[config.mk]
export PLATFORM = sky130hd
export DESIGN_NAME = pattern_split_point_finder
export DESIGN_NICKNAME = d
export VERILOG_FILES = /design/src/hw/rtl/psf_pkg.sv /design/src/hw/rtl/psf_hist.sv /design/src/hw/rtl/psf_match.sv /design/src/hw/rtl/psf_rsp.sv /design/src/hw/rtl/pattern_split_point_finder.sv
export SDC_FILE = /design/constraint.sdc
export NUM_CORES = 1
export LEC_CHECK = 0
export BUFFER_PORTS_ARGS = -buffer_cell sky130_fd_sc_hd__buf_4
export CAP_MARGIN = 20
export CORE_MARGIN = 3
export CORE_UTILIZATION = 55
export DETAILED_ROUTE_END_ITERATION = 10
export PLACE_DENSITY = 0.72
export SLEW_MARGIN = 25
export SYNTH_ARGS = -nofsm -noshare
export SYNTH_HDL_FRONTEND = slang
export SYNTH_SLANG_ARGS = --single-unit
[constraint.sdc]
create_clock -name clock -period 10 [get_ports clock]
set_input_delay 0 -clock clock [delete_from_list [all_inputs] [get_ports clock]]
set_output_delay 0 -clock clock [all_outputs]
set_load 0.01 [all_outputs]
[src/hw/rtl/psf_pkg.sv]
package psf_pkg;

   localparam int PATTERN_MAX_DEFAULT    = 16;
   localparam int POSITION_WIDTH_DEFAULT = 16;

   // The pattern registers always hold sixteen bytes.
   localparam int PATTERN_BYTES = 16;
   localparam int PATTERN_IDX_W = 4;

   localparam int CSR_DATA_W  = 64;
   localparam int CSR_INDEX_W = 2;
   localparam int PLEN_W      = 5;
   localparam int CUT_W       = 5;
   localparam int SPLIT_W     = 16;

   localparam logic [SPLIT_W-1:0] SPLIT_MAX  = 16'hFFFF;
   localparam logic [PLEN_W-1:0]  PLEN_RESET = 5'd1;
   localparam logic [CUT_W-1:0]   CUT_RESET  = 5'd4;

   localparam logic [CSR_INDEX_W-1:0] CSR_PATTERN_LOW  = 2'd0;
   localparam logic [CSR_INDEX_W-1:0] CSR_PATTERN_HIGH = 2'd1;
   localparam logic [CSR_INDEX_W-1:0] CSR_PATTERN_LEN  = 2'd2;
   localparam logic [CSR_INDEX_W-1:0] CSR_CUT_DISTANCE = 2'd3;

   // Control of the byte held in the history stage.
   typedef struct packed {
      logic valid;
      logic last;
   } psf_stage_type;

   // Outcome of the comparison for one item.
   typedef struct packed {
      logic               valid;
      logic               hit;
      logic               last;
      logic [SPLIT_W-1:0] split;
      logic [SPLIT_W-1:0] total;
   } psf_result_type;

endpackage

[src/hw/rtl/psf_hist.sv]
module psf_hist import psf_pkg::*; #(
   parameter int PATTERN_MAX    = PATTERN_MAX_DEFAULT,
   parameter int POSITION_WIDTH = POSITION_WIDTH_DEFAULT
) (
   input  logic                               clock,
   input  logic                               reset,
   input  logic                               req_valid,
   output logic                               req_ready,
   input  logic [7:0]                         req_data_byte,
   input  logic                               req_end_of_buffer,
   input  logic                               advance,
   output psf_stage_type                      stage,
   output logic [PATTERN_MAX-1:0][7:0]        history,
   output logic [POSITION_WIDTH-1:0]          count
);

   localparam logic [POSITION_WIDTH-1:0] POS_MAX = '1;

   logic                               accept;
   logic [POSITION_WIDTH-1:0]          count_next;
   psf_stage_type                      stage_ff, stage_in;
   logic [PATTERN_MAX-1:0][7:0]        history_ff, history_in;
   logic [POSITION_WIDTH-1:0]          count_ff, count_in;
   logic [POSITION_WIDTH-1:0]          position_ff, position_in;

   assign req_ready = !stage_ff.valid || advance;
   assign accept    = req_valid && req_ready;

   // The byte count stops at its maximum.
   assign count_next = (position_ff == POS_MAX) ? position_ff
                                                 : position_ff + POSITION_WIDTH'(1);

   always_comb begin
      stage_in    = stage_ff;
      history_in  = history_ff;
      count_in    = count_ff;
      position_in = position_ff;
      if (accept) begin
         stage_in.valid = 1'b1;
         stage_in.last  = req_end_of_buffer;
         history_in[0]  = req_data_byte;
         for (int k = 1; k < PATTERN_MAX; k++) begin
            history_in[k] = history_ff[k-1];
         end
         count_in    = count_next;
         position_in = req_end_of_buffer ? '0 : count_next;
      end else if (advance) begin
         stage_in.valid = 1'b0;
      end
   end

   always_ff @(posedge clock) begin
      if (reset) begin
         stage_ff    <= '0;
         history_ff  <= '0;
         position_ff <= '0;
      end else begin
         stage_ff    <= stage_in;
         history_ff  <= history_in;
         position_ff <= position_in;
      end
   end

   always_ff @(posedge clock) begin
      count_ff <= count_in;
   end

   assign stage   = stage_ff;
   assign history = history_ff;
   assign count   = count_ff;

endmodule

[src/hw/rtl/psf_match.sv]
module psf_match import psf_pkg::*; #(
   parameter int PATTERN_MAX    = PATTERN_MAX_DEFAULT,
   parameter int POSITION_WIDTH = POSITION_WIDTH_DEFAULT
) (
   input  psf_stage_type                      stage,
   input  logic [PATTERN_MAX-1:0][7:0]        history,
   input  logic [POSITION_WIDTH-1:0]          count,
   input  logic [PATTERN_BYTES-1:0][7:0]      pattern,
   input  logic [PLEN_W-1:0]                  pattern_length,
   input  logic [CUT_W-1:0]                   cut_distance,
   output psf_result_type                     result
);

   localparam int LEN_W = $clog2(PATTERN_MAX + 1);
   localparam int SUM_W = (POSITION_WIDTH + 1 > SPLIT_W + 1) ? POSITION_WIDTH + 1
                                                             : SPLIT_W + 1;

   logic [LEN_W-1:0]         len_eff;
   logic [PLEN_W-1:0]        pidx [PATTERN_MAX];
   logic [PATTERN_MAX-1:0]   byte_ok;
   logic                     hit;
   logic [SUM_W-1:0]         split_sum;
   logic [SUM_W-1:0]         total_wide;

   always_comb begin
      if (pattern_length == '0) begin
         len_eff = LEN_W'(1);
      end else if (pattern_length > PLEN_W'(PATTERN_MAX)) begin
         len_eff = LEN_W'(PATTERN_MAX);
      end else begin
         len_eff = LEN_W'(pattern_length);
      end
   end

   // The newest byte meets the last pattern byte, the oldest in use meets the first.
   always_comb begin
      for (int k = 0; k < PATTERN_MAX; k++) begin
         pidx[k]    = PLEN_W'(len_eff) - PLEN_W'(1) - PLEN_W'(k);
         byte_ok[k] = (PLEN_W'(k) >= PLEN_W'(len_eff)) ||
                      (history[k] == pattern[pidx[k][PATTERN_IDX_W-1:0]]);
      end
   end

   assign hit = (&byte_ok) && (count >= POSITION_WIDTH'(len_eff));

   assign split_sum  = SUM_W'(count) - SUM_W'(len_eff) + SUM_W'(cut_distance);
   assign total_wide = SUM_W'(count);

   always_comb begin
      result.valid = stage.valid;
      result.hit   = hit;
      result.last  = stage.last;
      result.split = (split_sum > SUM_W'(SPLIT_MAX)) ? SPLIT_MAX : split_sum[SPLIT_W-1:0];
      result.total = (total_wide > SUM_W'(SPLIT_MAX)) ? SPLIT_MAX : total_wide[SPLIT_W-1:0];
   end

endmodule

[src/hw/rtl/psf_rsp.sv]
module psf_rsp import psf_pkg::*; (
   input  logic                 clock,
   input  logic                 reset,
   input  psf_result_type       result,
   output logic                 take,
   output logic                 rsp_valid,
   input  logic                 rsp_ready,
   output logic [SPLIT_W-1:0]   rsp_split_position,
   output logic                 rsp_final_split,
   output logic                 rsp_last_of_run
);

   logic                 slot_free;
   logic                 load;
   logic                 valid_ff, valid_in;
   logic                 hit_pend_ff, hit_pend_in;
   logic                 last_ff, last_in;
   logic [SPLIT_W-1:0]   split_ff, split_in;
   logic [SPLIT_W-1:0]   total_ff, total_in;

   // The register frees up when its last pending result is taken.
   assign slot_free = !valid_ff || (rsp_ready && !(hit_pend_ff && last_ff));
   assign load      = result.valid && (result.hit || result.last) && slot_free;
   assign take      = result.valid && (!(result.hit || result.last) || slot_free);

   always_comb begin
      valid_in    = valid_ff;
      hit_pend_in = hit_pend_ff;
      last_in     = last_ff;
      split_in    = split_ff;
      total_in    = total_ff;
      if (load) begin
         valid_in    = 1'b1;
         hit_pend_in = result.hit;
         last_in     = result.last;
         split_in    = result.split;
         total_in    = result.total;
      end else if (valid_ff && rsp_ready) begin
         if (hit_pend_ff && last_ff) begin
            hit_pend_in = 1'b0;
         end else begin
            valid_in = 1'b0;
         end
      end
   end

   always_ff @(posedge clock) begin
      if (reset) begin
         valid_ff    <= 1'b0;
         hit_pend_ff <= 1'b0;
         last_ff     <= 1'b0;
      end else begin
         valid_ff    <= valid_in;
         hit_pend_ff <= hit_pend_in;
         last_ff     <= last_in;
      end
   end

   always_ff @(posedge clock) begin
      split_ff <= split_in;
      total_ff <= total_in;
   end

   assign rsp_valid          = valid_ff;
   assign rsp_split_position = hit_pend_ff ? split_ff : total_ff;
   assign rsp_final_split    = !hit_pend_ff;
   assign rsp_last_of_run    = !(hit_pend_ff && last_ff);

endmodule

[src/hw/rtl/pattern_split_point_finder.sv]
// Takes one buffer byte per item and reports a split point for every occurrence of the
// configured pattern (overlapping ones included) at match start plus cut_distance, and on
// the byte marked end_of_buffer a closing split at the buffer length, after which the byte
// position restarts at zero. An item is taken in every cycle unless the output register
// is stalled; the byte is registered in the history stage and its result in the output
// register. A byte with both a match split and the closing split occupies the single
// output register until both are taken and stalls the input. Split values saturate at
// 65535 and the byte count at the top of its POSITION_WIDTH range. The user must write
// the configuration registers only while the block is idle; the block does not enforce it.
module pattern_split_point_finder import psf_pkg::*; #(
   parameter int PATTERN_MAX    = PATTERN_MAX_DEFAULT,
   parameter int POSITION_WIDTH = POSITION_WIDTH_DEFAULT
) (
   input  logic                     clock,
   input  logic                     reset,
   input  logic                     csr_write_enable,
   input  logic [CSR_INDEX_W-1:0]   csr_index,
   input  logic [CSR_DATA_W-1:0]    csr_write_data,
   input  logic                     req_valid,
   output logic                     req_ready,
   input  logic [7:0]               req_data_byte,
   input  logic                     req_end_of_buffer,
   output logic                     rsp_valid,
   input  logic                     rsp_ready,
   output logic [SPLIT_W-1:0]       rsp_split_position,
   output logic                     rsp_final_split,
   output logic                     rsp_last_of_run
);

   logic [CSR_DATA_W-1:0]           pattern_low_ff, pattern_low_in;
   logic [CSR_DATA_W-1:0]           pattern_high_ff, pattern_high_in;
   logic [PLEN_W-1:0]               pattern_length_ff, pattern_length_in;
   logic [CUT_W-1:0]                cut_distance_ff, cut_distance_in;
   logic [PATTERN_BYTES-1:0][7:0]   pattern;

   psf_stage_type                   stage;
   logic [PATTERN_MAX-1:0][7:0]     history;
   logic [POSITION_WIDTH-1:0]       count;
   psf_result_type                  result;
   logic                            take;

   always_comb begin
      pattern_low_in    = pattern_low_ff;
      pattern_high_in   = pattern_high_ff;
      pattern_length_in = pattern_length_ff;
      cut_distance_in   = cut_distance_ff;
      if (csr_write_enable) begin
         unique case (csr_index)
            CSR_PATTERN_LOW:  pattern_low_in    = csr_write_data;
            CSR_PATTERN_HIGH: pattern_high_in   = csr_write_data;
            CSR_PATTERN_LEN:  pattern_length_in = csr_write_data[PLEN_W-1:0];
            CSR_CUT_DISTANCE: cut_distance_in   = csr_write_data[CUT_W-1:0];
            default:          pattern_low_in    = pattern_low_ff;
         endcase
      end
   end

   always_ff @(posedge clock) begin
      if (reset) begin
         pattern_low_ff    <= '0;
         pattern_high_ff   <= '0;
         pattern_length_ff <= PLEN_RESET;
         cut_distance_ff   <= CUT_RESET;
      end else begin
         pattern_low_ff    <= pattern_low_in;
         pattern_high_ff   <= pattern_high_in;
         pattern_length_ff <= pattern_length_in;
         cut_distance_ff   <= cut_distance_in;
      end
   end

   assign pattern = {pattern_high_ff, pattern_low_ff};

   psf_hist #(
      .PATTERN_MAX    (PATTERN_MAX),
      .POSITION_WIDTH (POSITION_WIDTH)
   ) u_hist (
      .clock             (clock),
      .reset             (reset),
      .req_valid         (req_valid),
      .req_ready         (req_ready),
      .req_data_byte     (req_data_byte),
      .req_end_of_buffer (req_end_of_buffer),
      .advance           (take),
      .stage             (stage),
      .history           (history),
      .count             (count)
   );

   psf_match #(
      .PATTERN_MAX    (PATTERN_MAX),
      .POSITION_WIDTH (POSITION_WIDTH)
   ) u_match (
      .stage          (stage),
      .history        (history),
      .count          (count),
      .pattern        (pattern),
      .pattern_length (pattern_length_ff),
      .cut_distance   (cut_distance_ff),
      .result         (result)
   );

   psf_rsp u_rsp (
      .clock              (clock),
      .reset              (reset),
      .result             (result),
      .take               (take),
      .rsp_valid          (rsp_valid),
      .rsp_ready          (rsp_ready),
      .rsp_split_position (rsp_split_position),
      .rsp_final_split    (rsp_final_split),
      .rsp_last_of_run    (rsp_last_of_run)
   );

endmodule

==> summary.md <==
| Metric | Value |
|---|---|
| Post-DR vias/cell | 6.75 |
| CP Class | reg -> reg |
| Final period util | 0.832 |
| Reg2reg start | pattern_length_ff[3]$_SDFFE_PP0P_ |
| Chip width | 211 um |
| DR vias | 21300 |
| Reg-to-reg slack, setup | 1680 ps |
| Number of global-route vias before repair | 19700 |
| Ys flop type | dfxtp_1 |
| Max clock buf depth | 3 |
| Layout area overhead | 12.0% |
| Chip height | 211 um |
| Setup ws final | 1680 ps |
| Sequential element share of the synthesized area | 0.311 |
| Fill count | 3422 |
| Max_cap viols | 0 |
| Crit path largest cell delay | 730 ps |
| Pre-antenna DRT Iters | 6 |
| Synth Area in Compound Gates | 0.146 |
| CP top delay family | buffers and inverters |
| Most used cell, CP | buf_4 |
| VDD IR-drop max | 0.130 mV |
| Port Buf Inserts | 99 |
| Cell Pwr Density | 137 nW/um2 |
| Mux share of post-synthesis cell area | 0.241 |
| Antenna-violating nets left | 0 |
| Cells after Synth | 2562 |
| Critical Path RT | 10410 ps |
| Setup WS pre-CTS | 1820 ps |
| Clock transition at path regs | 60 ps |
| DR DRC count | 0 |
| Total CTS buffers | 36 |
| Cell taking the most area after synthesis | dfxtp_1 |
| Clk_lat worst skew | 570 ps |
| CP Buf/Inv Count | 7 |
| Reg2Reg Depth | 23 |
| Worst Path Max Fanout | 60 |
| Netlist cell types | 79 |
| Rows | 74 |
| Clock period minus worst slack | 8320 ps |
| Least-Margin Pin Slew | 1070 ps |
| Initial antenna violation count | 0 |
| Total wire length | 87300 um |
| IO Pins | 100 |
| Worst R2R End | u_hist.history[108]$_SDFFE_PP0P_ |
| Per-cell routed wire length | 27.7 um |
| WP data arrival | 8740 ps |
| Worst Skew | 18.6 ps |
| Number of flops mapped to enable cells by yosys | 48 |
| Number of nets in the layout | 2729 |
| Area of the multi-input gates | 14900 um2 |
| Sequential cell area | 7190 um2 |
| Worst path cell trace | or4_1 > buf_4 > nand2_2 > inv_4 > ha_1 > clkinv_1 > buf_4 > ha_1 > or3b_2 > o2111ai_1 > a2bb2oi_1 > xnor2_2 > buf_4 > mux4_2 > xor2_1 > nor4_1 > o21a_1 > nand4_1 > o311a_2 > nor2_8 > inv_4 > buf_4 > mux2i_1 |
| Core ar. | 41100 um2 |
| CP Depth | 23 |
| Setup tns final | 0 ps |
| Post-layout util | 0.629 |
| Global-route wire length before repair | 128000 um |
| Largest net degree at the start of global routing | 120 |
| Setup repair after global routing missed its margin | no |
| CP startpoint | pattern_length_ff[3]$_SDFFE_PP0P_ |
| Post-Synthesis Cell Area | 23100 um2 |
| Clk sinks | 335 |
| GRT overflow | 0 |
| Root buf cell | clkbuf_16 |
| Hpwl dp | 64700 um |
| Min-Delay Path Class | in -> reg |
| Mapped Nets | 2691 |
| FFs w/ async S/R, synth | 0 |
| Final count of hold timing violations | 0 |
| Ys Warns | 0 |
| #FFs+latches synth | 335 |
| Adder-cell share of the synthesized area | 0.0282 |
| Peak Freq | 120 MHz |
| H-tree Lvls | 2 |
| Crit-path slowest cell | xnor2_2 |
| Diode count | 0 |
| Largest family of logic cells by synthesized area | multiplexers |
| GRT Total Usage | 0.385 |
| Post-Synth Simple-Gate Area | 0.167 |
| Fin. max-slew vios | 0 |
| CTS tree | done |
| Initial DRC count | 3192 |
| Crit path to | u_hist.history[108]$_SDFFE_PP0P_ |
| Synth Area per Inst | 9.01 um2 |
| Post-cts resize count | 0 |
| Slew headroom | 0.281 |
| Leak pwr | 10.0 nW |
| Layout cells sized above 1 | 0.154 |
| Worst setup SP type | register |
| Critical Path Sink Type | register |
| DIE AREA | 44500 um2 |
| Status | complete, no violations |
| Starting density of the core | 0.562 |
| Setup violators final | 0 |
| XOR/XNOR share of the synthesized area | 0.0587 |
| Top-area cell type share of the netlist area | 0.249 |
| Hold slack | 21.5 ps |
| Synth top area cells | dfxtp_1 25%, mux4_2 11%, mux2i_1 10% |
| Final GP Congestion | 1.13 |
## logic make-up after synthesis
family	count (synthesis)
buffers and inverters	267
DFF	335
AOI/OAI and AO/OA	551
muxes	405
adders and majority gates	49
xor gates and xnor gates	153
and+or+nand+nor	802
## through the flow
| stage | instance area (um2) | power [W] | cells |
|---|---|---|---|
| floorplan | 23100 | 0.00198 | 2562 |
| global placement | 24000 | 0.00221 | 3018 |
| detailed placement | 24000 | 0.00222 | 3018 |
| CTS | 25900 | 0.00352 | 3155 |
| global route | 25900 | 0.00365 | 3155 |
| finish | 25900 | 0.00353 | 3155 |
## routing by layer
layer	track usage	up-vias	wire length (um)
met5	0	-	0
met4	0.200	0	5610
met3	0.0774	264	8260
met2	0.595	1200	38800
met1	0.514	10400	34600
li1	-	9381	-
## layout by cell type, fill, tap and decap left out, types with 13 or more instances in the layout
cell / instances
mux2i_1: 236
o22ai_1: 42
dlygate4sd3_1: 76
a311oi_1: 14
nand2_1: 437
a211oi_1: 40
mux4_2: 115
o21ai_0: 87
ha_1: 44
buf_4: 134
nor2_1: 39
nand3_1: 81
nor2b_1: 13
and3b_1: 32
clkbuf_16: 37
nor3_1: 13
nand4_1: 18
inv_1: 50
and3_1: 24
a31oi_1: 24
a21oi_1: 239
xnor2_1: 72
nand2b_1: 89
o211ai_1: 16
dfxtp_1: 286
edfxtp_1: 48
xor2_1: 76
mux2_2: 53
## repair_timing
| action | CTS | global route |
|---|---|---|
| buffers inserted | 0 | 0 |
| endpoints found under the hold margin | 158 | 0 |
| hold buffers | 76 | 0 |
## cells in the mapped netlist (40+ instances only)
library cell  instances
edfxtp_1             48
nand2_1             437
mux4_2              115
inv_1                50
xnor2_1              75
nand3_1              81
mux2i_1             236
o21ai_0              88
clkbuf_1            158
xor2_1               76
ha_1                 44
a211oi_1             40
mux2_2               53
nor2_1               41
a21oi_1             240
dfxtp_1             287
o22ai_1              42
nand2b_1             91
## where the power goes
part / internal (W) / switching, W
Sequential: 0.00141 / 0.0000552
Clock: 0.000711 / 0.000580
Combinational: 0.000312 / 0.000466
Total: 0.00243 / 0.00110
## state kept, by name, summed over array words and instances, names as in the netlist
register,count
cut_distance_ff,5
pattern_high_ff,64
pattern_length_ff,5
pattern_low_ff,64
u_hist.count,16
u_hist.history,128
u_hist.position_ff,16
u_hist.stage,2
u_rsp.hit_pend_ff,1
u_rsp.last_ff,1
u_rsp.rsp_valid,1
u_rsp.split_ff,16
u_rsp.total_ff,16
## layout make-up
cell class | count | area share
inverter | 56 | 0.00832
tap | 532 | 0.0257
sequential | 335 | 0.278
clock inverter | 12 | 0.00397
timing repair buffer | 211 | 0.0689
multi-input combinational | 1960 | 0.576
clock buffer | 49 | 0.0387
## worst register-to-register path, cell delays in order, from the launching register on
cell and delay (ps):
dfxtp_1 710, or4_1 200, buf_4 350, nand2_2 130
inv_4 320, ha_1 680, clkinv_1 150, buf_4 330
ha_1 430, or3b_2 490, o2111ai_1 110, a2bb2oi_1 130
xnor2_2 730, buf_4 300, mux4_2 510, xor2_1 160
nor4_1 230, o21a_1 160, nand4_1 280, o311a_2 500
nor2_8 350, inv_4 200, buf_4 450, mux2i_1 280
## how the worst min path moves through the flow
stage	from	to	slack (ps)	cells after the start
finish	csr_index[1]	cut_distance_ff[2]$_SDFFE_PP1P_	20	3
global route	csr_index[1]	cut_distance_ff[2]$_SDFFE_PP1P_	80	3
CTS	csr_index[1]	cut_distance_ff[2]$_SDFFE_PP1P_	10	3
detailed placement	csr_write_data[23]	pattern_high_ff[23]$_SDFFE_PP0P_	270	3
global placement	csr_write_data[19]	pattern_high_ff[19]$_SDFFE_PP0P_	260	3
floorplan	req_valid	u_hist.stage[1]$_SDFFE_PP0P_	120	2
Power figures use the tool's default switching activity.
